[config.mk]
export PLATFORM = sky130hd
export DESIGN_NAME = letter_multiset_containment_filter_core
export DESIGN_NICKNAME = d
export VERILOG_FILES = /design/src/design/lmcf_pkg.sv /design/src/design/lmcf_front.sv /design/src/design/lmcf_queue.sv /design/src/design/lmcf_back.sv /design/src/design/letter_multiset_containment_filter_core.sv
export SDC_FILE = /design/constraint.sdc
export NUM_CORES = 2
export LEC_CHECK = 0
export BUFFER_PORTS_ARGS = -buffer_cell sky130_fd_sc_hd__buf_2
export CORE_ASPECT_RATIO = 1.75
export CORE_UTILIZATION = 55
export DETAILED_ROUTE_END_ITERATION = 8
export PLACE_DENSITY = 0.77
export SYNTH_ARGS = -nofsm -noshare
export SYNTH_HDL_FRONTEND = slang
export SYNTH_SLANG_ARGS = --single-unit
[constraint.sdc]
create_clock -name aclk -period 6.4 [get_ports aclk]
set_clock_uncertainty 0.05 [all_clocks]
set_input_delay 0 -clock aclk [delete_from_list [all_inputs] [get_ports aclk]]
set_output_delay 0 -clock aclk [all_outputs]
set_load 0.01 [all_outputs]
[src/design/lmcf_pkg.sv]
// ----------------------------------------------------------------------------
// lmcf_pkg
// Shared types and constants for the letter multiset containment filter.
// ----------------------------------------------------------------------------
package lmcf_pkg;

    localparam int LETTERS = 26;
    localparam int SLOT_W  = 5;

    localparam logic [7:0] CHAR_LOWER_A = 8'h61;
    localparam logic [7:0] CHAR_LOWER_Z = 8'h7a;
    localparam logic [7:0] CHAR_UPPER_A = 8'h41;
    localparam logic [7:0] CHAR_UPPER_Z = 8'h5a;

    localparam int COUNT_WIDTH_DEFAULT = 8;
    localparam int INDEX_WIDTH_DEFAULT = 16;
    localparam int WORD_INDEX_W        = 16;
    localparam int CHAR_W              = 8;
    localparam int M_TDATA_W           = 24;

    localparam logic OP_RACK = 1'b0;
    localparam logic OP_WORD = 1'b1;

    localparam int QUEUE_DEPTH = 4;
    localparam int QUEUE_PTR_W = $clog2(QUEUE_DEPTH);

    // one classified character word between front and back
    typedef struct packed {
        logic              op;
        logic              letter;
        logic [SLOT_W-1:0] slot;
        logic              last;
    } item_t;

endpackage

[src/design/lmcf_front.sv]
// ----------------------------------------------------------------------------
// lmcf_front
// Classifies an incoming character: letter or not, case-folded letter slot.
// ----------------------------------------------------------------------------
module lmcf_front (
    input  logic                        op,
    input  logic [lmcf_pkg::CHAR_W-1:0] ch,
    input  logic                        last,
    output lmcf_pkg::item_t             item
);

    logic                        is_lower;
    logic                        is_upper;
    logic [lmcf_pkg::CHAR_W-1:0] offset;

    assign is_lower = (ch >= lmcf_pkg::CHAR_LOWER_A) && (ch <= lmcf_pkg::CHAR_LOWER_Z);
    assign is_upper = (ch >= lmcf_pkg::CHAR_UPPER_A) && (ch <= lmcf_pkg::CHAR_UPPER_Z);

    // fold case by subtracting the matching base letter
    assign offset = is_lower ? (ch - lmcf_pkg::CHAR_LOWER_A) : (ch - lmcf_pkg::CHAR_UPPER_A);

    always_comb begin
        item.op     = op;
        item.letter = is_lower || is_upper;
        item.slot   = offset[lmcf_pkg::SLOT_W-1:0];
        item.last   = last;
    end

endmodule

[src/design/lmcf_queue.sv]
// ----------------------------------------------------------------------------
// lmcf_queue
// Short show-ahead queue that decouples the front from the back.
// ----------------------------------------------------------------------------
module lmcf_queue (
    input  logic            aclk,
    input  logic            aresetn,
    input  logic            push,
    input  lmcf_pkg::item_t push_item,
    output logic            full,
    input  logic            pop,
    output logic            not_empty,
    output lmcf_pkg::item_t head_item
);

    lmcf_pkg::item_t                     mem_reg [lmcf_pkg::QUEUE_DEPTH];
    logic [lmcf_pkg::QUEUE_PTR_W-1:0]    wr_ptr_reg, wr_ptr_next;
    logic [lmcf_pkg::QUEUE_PTR_W-1:0]    rd_ptr_reg, rd_ptr_next;
    logic [lmcf_pkg::QUEUE_PTR_W:0]      count_reg, count_next;

    localparam logic [lmcf_pkg::QUEUE_PTR_W:0] DEPTH_COUNT =
        (lmcf_pkg::QUEUE_PTR_W+1)'(lmcf_pkg::QUEUE_DEPTH);

    assign full      = (count_reg == DEPTH_COUNT);
    assign not_empty = (count_reg != '0);
    assign head_item = mem_reg[rd_ptr_reg];

    always_comb begin
        wr_ptr_next = push ? wr_ptr_reg + 1'b1 : wr_ptr_reg;
        rd_ptr_next = pop  ? rd_ptr_reg + 1'b1 : rd_ptr_reg;
        count_next  = count_reg;
        if (push && !pop) begin
            count_next = count_reg + 1'b1;
        end else if (pop && !push) begin
            count_next = count_reg - 1'b1;
        end
    end

    always_ff @(posedge aclk) begin
        if (!aresetn) begin
            wr_ptr_reg <= '0;
            rd_ptr_reg <= '0;
            count_reg  <= '0;
        end else begin
            wr_ptr_reg <= wr_ptr_next;
            rd_ptr_reg <= rd_ptr_next;
            count_reg  <= count_next;
        end
    end

    always_ff @(posedge aclk) begin
        if (push) begin
            mem_reg[wr_ptr_reg] <= push_item;
        end
    end

endmodule

[src/design/lmcf_back.sv]
// ----------------------------------------------------------------------------
// lmcf_back
// Keeps the rack and word letter histograms, runs the 26-lane containment
// check at each word end and holds the result in an output register.
// ----------------------------------------------------------------------------
module lmcf_back #(
    parameter int COUNT_WIDTH = lmcf_pkg::COUNT_WIDTH_DEFAULT,
    parameter int INDEX_WIDTH = lmcf_pkg::INDEX_WIDTH_DEFAULT
) (
    input  logic                              aclk,
    input  logic                              aresetn,
    input  logic                              in_valid,
    input  lmcf_pkg::item_t                   in_item,
    output logic                              in_pop,
    output logic                              out_valid,
    input  logic                              out_ready,
    output logic                              out_fits,
    output logic [lmcf_pkg::WORD_INDEX_W-1:0] out_index
);

    localparam logic [COUNT_WIDTH-1:0] COUNT_MAX = {COUNT_WIDTH{1'b1}};
    localparam logic [INDEX_WIDTH-1:0] INDEX_MAX = {INDEX_WIDTH{1'b1}};

    logic [COUNT_WIDTH-1:0] rack_reg [lmcf_pkg::LETTERS];
    logic [COUNT_WIDTH-1:0] rack_next [lmcf_pkg::LETTERS];
    logic [COUNT_WIDTH-1:0] word_reg [lmcf_pkg::LETTERS];
    logic [COUNT_WIDTH-1:0] word_next [lmcf_pkg::LETTERS];
    logic [COUNT_WIDTH-1:0] word_bumped [lmcf_pkg::LETTERS];
    logic [COUNT_WIDTH-1:0] rack_base;
    logic [lmcf_pkg::LETTERS-1:0] lane_fail;
    logic [lmcf_pkg::LETTERS-1:0] hit;

    logic [INDEX_WIDTH-1:0] counter_reg, counter_next;
    logic                   closed_reg, closed_next;
    logic                   out_valid_reg, out_valid_next;
    logic                   fits_reg;
    logic [lmcf_pkg::WORD_INDEX_W-1:0] index_reg;
    logic [lmcf_pkg::WORD_INDEX_W-1:0] index_low;

    logic produces;
    logic rack_op;

    assign rack_op  = (in_item.op == lmcf_pkg::OP_RACK);
    assign produces = (in_item.op == lmcf_pkg::OP_WORD) && in_item.last;
    // advance unless a result must wait for the output register
    assign in_pop   = in_valid && (!produces || !out_valid_reg || out_ready);

    generate
        if (INDEX_WIDTH >= lmcf_pkg::WORD_INDEX_W) begin : g_idx_trunc
            assign index_low = counter_reg[lmcf_pkg::WORD_INDEX_W-1:0];
        end else begin : g_idx_ext
            assign index_low = {{(lmcf_pkg::WORD_INDEX_W-INDEX_WIDTH){1'b0}}, counter_reg};
        end
    endgenerate

    always_comb begin
        for (int i = 0; i < lmcf_pkg::LETTERS; i++) begin
            hit[i] = in_item.letter && (in_item.slot == lmcf_pkg::SLOT_W'(i));
        end

        for (int i = 0; i < lmcf_pkg::LETTERS; i++) begin
            rack_base = (rack_op && closed_reg) ? '0 : rack_reg[i];
            rack_next[i] = rack_reg[i];
            word_next[i] = word_reg[i];

            word_bumped[i] = (hit[i] && word_reg[i] != COUNT_MAX) ?
                             word_reg[i] + 1'b1 : word_reg[i];
            lane_fail[i] = (rack_reg[i] != COUNT_MAX) && (word_bumped[i] > rack_reg[i]);

            if (in_pop) begin
                if (rack_op) begin
                    rack_next[i] = (hit[i] && rack_base != COUNT_MAX) ?
                                   rack_base + 1'b1 : rack_base;
                end else begin
                    word_next[i] = in_item.last ? '0 : word_bumped[i];
                end
            end
        end

        counter_next   = counter_reg;
        closed_next    = closed_reg;
        out_valid_next = out_valid_reg && !out_ready;
        if (in_pop) begin
            if (rack_op) begin
                if (closed_reg) begin
                    counter_next = '0;
                end
                closed_next = in_item.last;
            end else if (in_item.last) begin
                out_valid_next = 1'b1;
                if (counter_reg != INDEX_MAX) begin
                    counter_next = counter_reg + 1'b1;
                end
            end
        end
    end

    always_ff @(posedge aclk) begin
        if (!aresetn) begin
            for (int i = 0; i < lmcf_pkg::LETTERS; i++) begin
                rack_reg[i] <= '0;
                word_reg[i] <= '0;
            end
            counter_reg   <= '0;
            closed_reg    <= 1'b1;
            out_valid_reg <= 1'b0;
        end else begin
            for (int i = 0; i < lmcf_pkg::LETTERS; i++) begin
                rack_reg[i] <= rack_next[i];
                word_reg[i] <= word_next[i];
            end
            counter_reg   <= counter_next;
            closed_reg    <= closed_next;
            out_valid_reg <= out_valid_next;
        end
    end

    // result payload; loaded only when a word ends
    always_ff @(posedge aclk) begin
        if (in_pop && produces) begin
            fits_reg  <= ~|lane_fail;
            index_reg <= index_low;
        end
    end

    assign out_valid = out_valid_reg;
    assign out_fits  = fits_reg;
    assign out_index = index_reg;

endmodule

[src/design/letter_multiset_containment_filter_core.sv]
// Output: a word's result is registered in the back end and held until it is taken.
// Throughput: one character per cycle unless the queue is full; the back end updates
// one 26-lane histogram and runs the 26-way compare; a four-entry queue absorbs stalls.
// Reset: synchronous, active low; clears histograms, word index and queue, and marks
// the rack closed so that the next rack character starts a fresh rack.
// ----------------------------------------------------------------------------
// letter_multiset_containment_filter_core
// Streams rack and word characters and reports, per word, whether the word's
// letters fit within the rack's letters, along with the word's index.
// ----------------------------------------------------------------------------
module letter_multiset_containment_filter_core #(
    parameter int COUNT_WIDTH = lmcf_pkg::COUNT_WIDTH_DEFAULT,
    parameter int INDEX_WIDTH = lmcf_pkg::INDEX_WIDTH_DEFAULT
) (
    input  logic                           aclk,
    input  logic                           aresetn,
    input  logic                           s_tvalid,
    output logic                           s_tready,
    input  logic [lmcf_pkg::CHAR_W-1:0]    s_tdata,   // [7:0] ch
    input  logic                           s_tuser,   // [0] operation
    input  logic                           s_tlast,   // last
    output logic                           m_tvalid,
    input  logic                           m_tready,
    output logic [lmcf_pkg::M_TDATA_W-1:0] m_tdata    // [0] fits, [16:1] word_index
);

    lmcf_pkg::item_t front_item;
    lmcf_pkg::item_t head_item;
    logic            queue_full;
    logic            queue_not_empty;
    logic            queue_pop;
    logic            fits;
    logic [lmcf_pkg::WORD_INDEX_W-1:0] word_index;

    lmcf_front u_front (
        .op   (s_tuser),
        .ch   (s_tdata),
        .last (s_tlast),
        .item (front_item)
    );

    assign s_tready = !queue_full;

    lmcf_queue u_queue (
        .aclk      (aclk),
        .aresetn   (aresetn),
        .push      (s_tvalid && !queue_full),
        .push_item (front_item),
        .full      (queue_full),
        .pop       (queue_pop),
        .not_empty (queue_not_empty),
        .head_item (head_item)
    );

    lmcf_back #(
        .COUNT_WIDTH (COUNT_WIDTH),
        .INDEX_WIDTH (INDEX_WIDTH)
    ) u_back (
        .aclk      (aclk),
        .aresetn   (aresetn),
        .in_valid  (queue_not_empty),
        .in_item   (head_item),
        .in_pop    (queue_pop),
        .out_valid (m_tvalid),
        .out_ready (m_tready),
        .out_fits  (fits),
        .out_index (word_index)
    );

    assign m_tdata = {{(lmcf_pkg::M_TDATA_W - lmcf_pkg::WORD_INDEX_W - 1){1'b0}},
                      word_index, fits};

endmodule

==> out/metrics.cfg <==
[final_layout]
fin_nets = 4234
fillCellCount = 5076
drive_gt1_share_pct = 6.21
layout-area-overhead-vs-synth_pct = 8.43
design_area_um2 = 34700
n_antenna_cell = 0
post-route-util_pct = 60.5

[power_and_ir_drop]
vdd_drop_max_mv = 0.336
powerDensity_nw_per_um2 = 275
power_mw = 9.53
p_leak_nw = 12.5

[global_route]
first_global_vias = 29514
grt_overflow = 0
gr-usage-all-layers_pct = 32.1
grt_pass1_wl_um = 150000
grt_start_max_net_pins = 100
antenna_found_initial = 1

[synth]
synth_compound_area_share_pct = 22.4
syn_area_um2 = 32000
synth_flop_cell = dfxtp_1
synth_mux_area_share_pct = 2.01
async_flop_share_pct = 0
synth_simple_gate_area_share_pct = 22.5
yosys_warnings = 0
avgSynthCellArea_um2 = 8.00
syn_inst = 4000
synth_top_family_by_area = simple AND/OR/NAND/NOR gates
ys_types = 84
synth_xor_area_share_pct = 5.00
synth_edf_count = 49
yosysSeqAreaShare_pct = 32.3
synth_fa_ha_area_share_pct = 10.6
synth_seq_cells = 492

[clock_tree]
cts_buffers = 50
ctsHtreeMaxLevel = 2
root_buffer = clkbuf_16
cts_resized = 0
cts_tree = done
insertion_delay_ps = 600
cts_setup_buffers = 0
cts_sinks = 492
clk_path_buf_depth = 3
path_clk_slew_ps = 70

[critical_path]
crit_top_cell = nor2_1
crit_slowest_cell = dfxtp_1
worstSetupPathType = flip-flop to flip-flop
crit_chain = mux4_2 -> nor2_1 -> nand2_1 -> nor2_1 -> mux2_2 -> ha_1 -> nor2b_1 -> o21bai_1 -> a31oi_1 -> o21ai_0 -> o2111ai_1 -> or4_1 -> nor3_1
cp-start-kind = flip-flop
worstPathRequired_ps = 6780
path_buf_inv = 0
crit_path_end_kind = flip-flop
critical_path.top_delay_family = simple AND/OR/NAND/NOR gates
path_max_fanout = 10
cpPeakStageDelay_ps = 690
cp.arrival_ps = 5840

[drt]
drtPass1Iterations = 8
detail-route-antenna-nets = 0
vias = 31008
wirelength_um = 96100
drtIter0Drc = 2381
viasPerCell = 6.52
drc = 0
wl_per_cell_um = 20.2

[timing]
setup_violations = 0
setup-tns-final_ps = 0
relSlewSlack_pct = 15.1
fmax_mhz = 183
slew_viol_final = 0
hold_violations = 0
period_needed_ps = 5450
holdWs_ps = 107
rsz0062_at_grt = no
worst_pin_slew_ps = 1260
timing.final.crit_share_pct = 85.2

[place]
io_buffers = 32
dp.final_hpwl_um = 64300
post_dp_cell_area_um2 = 32800
place_congestion = 0.935

[worst_hold_path]
holdCritPathClass = input pin to flip-flop

[floorplan]
io_pins = 40
initial_utilization_pct = 55.8
die_w_um = 184
core-area_um2 = 57300
die_area_um2 = 59200
rows = 116
die_y_um = 321

[job]
cap_viol_max_count = 0

[run_status]
status = finished, final reports clean

stage by stage:
stage / setup WS [ps] / cells
floorplan: 2010 / 4006
global placement: 1140 / 4650
detailed placement: 1060 / 4650
CTS: 1000 / 4758
global route: 591 / 4758
finish: 946 / 4758
cell usage in the layout, fill, tap and decap left out, types with 27 or more instances in the layout:
cell type / count
a21o_1: 28
nor3_1: 74
and3_1: 73
nor4_1: 27
mux2_2: 34
buf_4: 45
o31ai_1: 79
ha_1: 269
buf_2: 32
clkbuf_16: 53
nand2b_1: 32
nor2_1: 296
nand4_1: 113
nor2b_1: 34
a21oi_1: 260
nand3_1: 216
and2_1: 48
dfxtp_1: 443
or3_1: 38
a31oi_1: 104
o211ai_1: 46
o21ai_0: 317
xnor2_1: 125
a22oi_1: 33
nand2_1: 393
inv_1: 222
and4_1: 35
edfxtp_1: 49
xor2_1: 56
worst reg2reg max path: stages, from the launching register on:
cell,delay (ps)
dfxtp_1,690
mux4_2,670
nor2_1,610
nand2_1,360
nor2_1,550
mux2_2,400
ha_1,280
nor2b_1,130
o21bai_1,110
a31oi_1,90
o21ai_0,370
o2111ai_1,220
or4_1,550
nor3_1,200
cell families (layout without fill, tap and decap cells):
| group | after synthesis | count (layout) |
|---|---|---|
| adder cells (fa/ha/maj) | 270 | 270 |
| buffers and inverters | 427 | 412 |
| other | 1 | 7 |
| flip-flops | 492 | 492 |
| AO/OA/AOI/OAI | 1119 | 1119 |
| AND/OR/NAND/NOR | 1459 | 1459 |
| XOR/XNOR | 182 | 182 |
| multiplexers | 50 | 50 |
path summary, 6_finish.rpt:
path                     startpoint               endpoint  slack, ps  depth (start not counted)
max                       flip-flop        u_back.out_fits        950                         13
min                         s_tlast  u_queue.mem_reg[0][0]        110                          2
max reg2reg               flip-flop        u_back.out_fits        950                         13
min reg2reg  u_back.counter_reg[10]   u_back.out_index[10]        420                          0
power breakdown:
group	internal, mW	switching (mW)
logic	0.675	2.47
registers	3.21	0.0703
clock network	1.74	1.36
total	5.63	3.90
per-layer routing:
metal | part of all wire [%] | GRT usage [%]
met4 | 8.3 | 25.2
met1 | 37 | 34.4
met5 | 0.014 | 0
met2 | 49 | 56.4
met3 | 6.5 | 4.09
repair_timing:
action | 4_1_cts | 5_1_grt
setup endpoints to repair | 0 | 0
endpoints found under the hold margin | 71 | 0
hold buffers | 15 | 0
Yosys cell counts (8+ instances only):
master	n	share of area, %
dfxtp_1	443	28
nand2_1	399	4.7
o21ai_0	317	5.0
nor2_1	305	3.6
ha_1	269	11
a21oi_1	260	4.1
inv_1	223	2.6
nand3_1	218	3.4
clkbuf_1	172	2.0
xnor2_1	125	3.4
nand4_1	113	2.2
a31oi_1	104	2.0
o31ai_1	79	1.9
and3_1	74	1.4
nor3_1	74	1.2
xor2_1	56	1.5
edfxtp_1	49	4.6
and2_1	48	0.94
o211ai_1	46	1.1
or3_1	38	0.74
and4_1	35	0.96
mux2_2	34	1.2
nor2b_1	34	0.66
a22oi_1	33	0.77
nand2b_1	33	0.64
a21o_1	28	0.66
nor4_1	27	0.53
a22o_1	25	0.68
a32o_1	25	0.78
o311ai_0	25	0.68
a311oi_1	22	0.60
o41ai_1	20	0.55
a211oi_1	19	0.45
a32oi_1	18	0.49
or4_1	17	0.40
buf_1	16	0.19
o21a_1	15	0.35
a41oi_1	12	0.33
o32ai_1	11	0.30
buf_4	9	0.21
o21bai_1	9	0.21
mux2i_1	8	0.25
mux4_2	8	0.56
o22ai_1	8	0.16
final cells by class:
type / instances / area, um2 / share of cell area [%]
multi-input combinational: 3087 / 20100 / 58.0
sequential: 492 / 10300 / 29.8
clock inverter: 31 / 297 / 0.854
clock buffer: 62 / 1410 / 4.06
timing repair buffer: 95 / 708 / 2.04
inverter: 224 / 846 / 2.44
tap: 767 / 960 / 2.77
No activity file was read; power rests on OpenSTA's default activity.
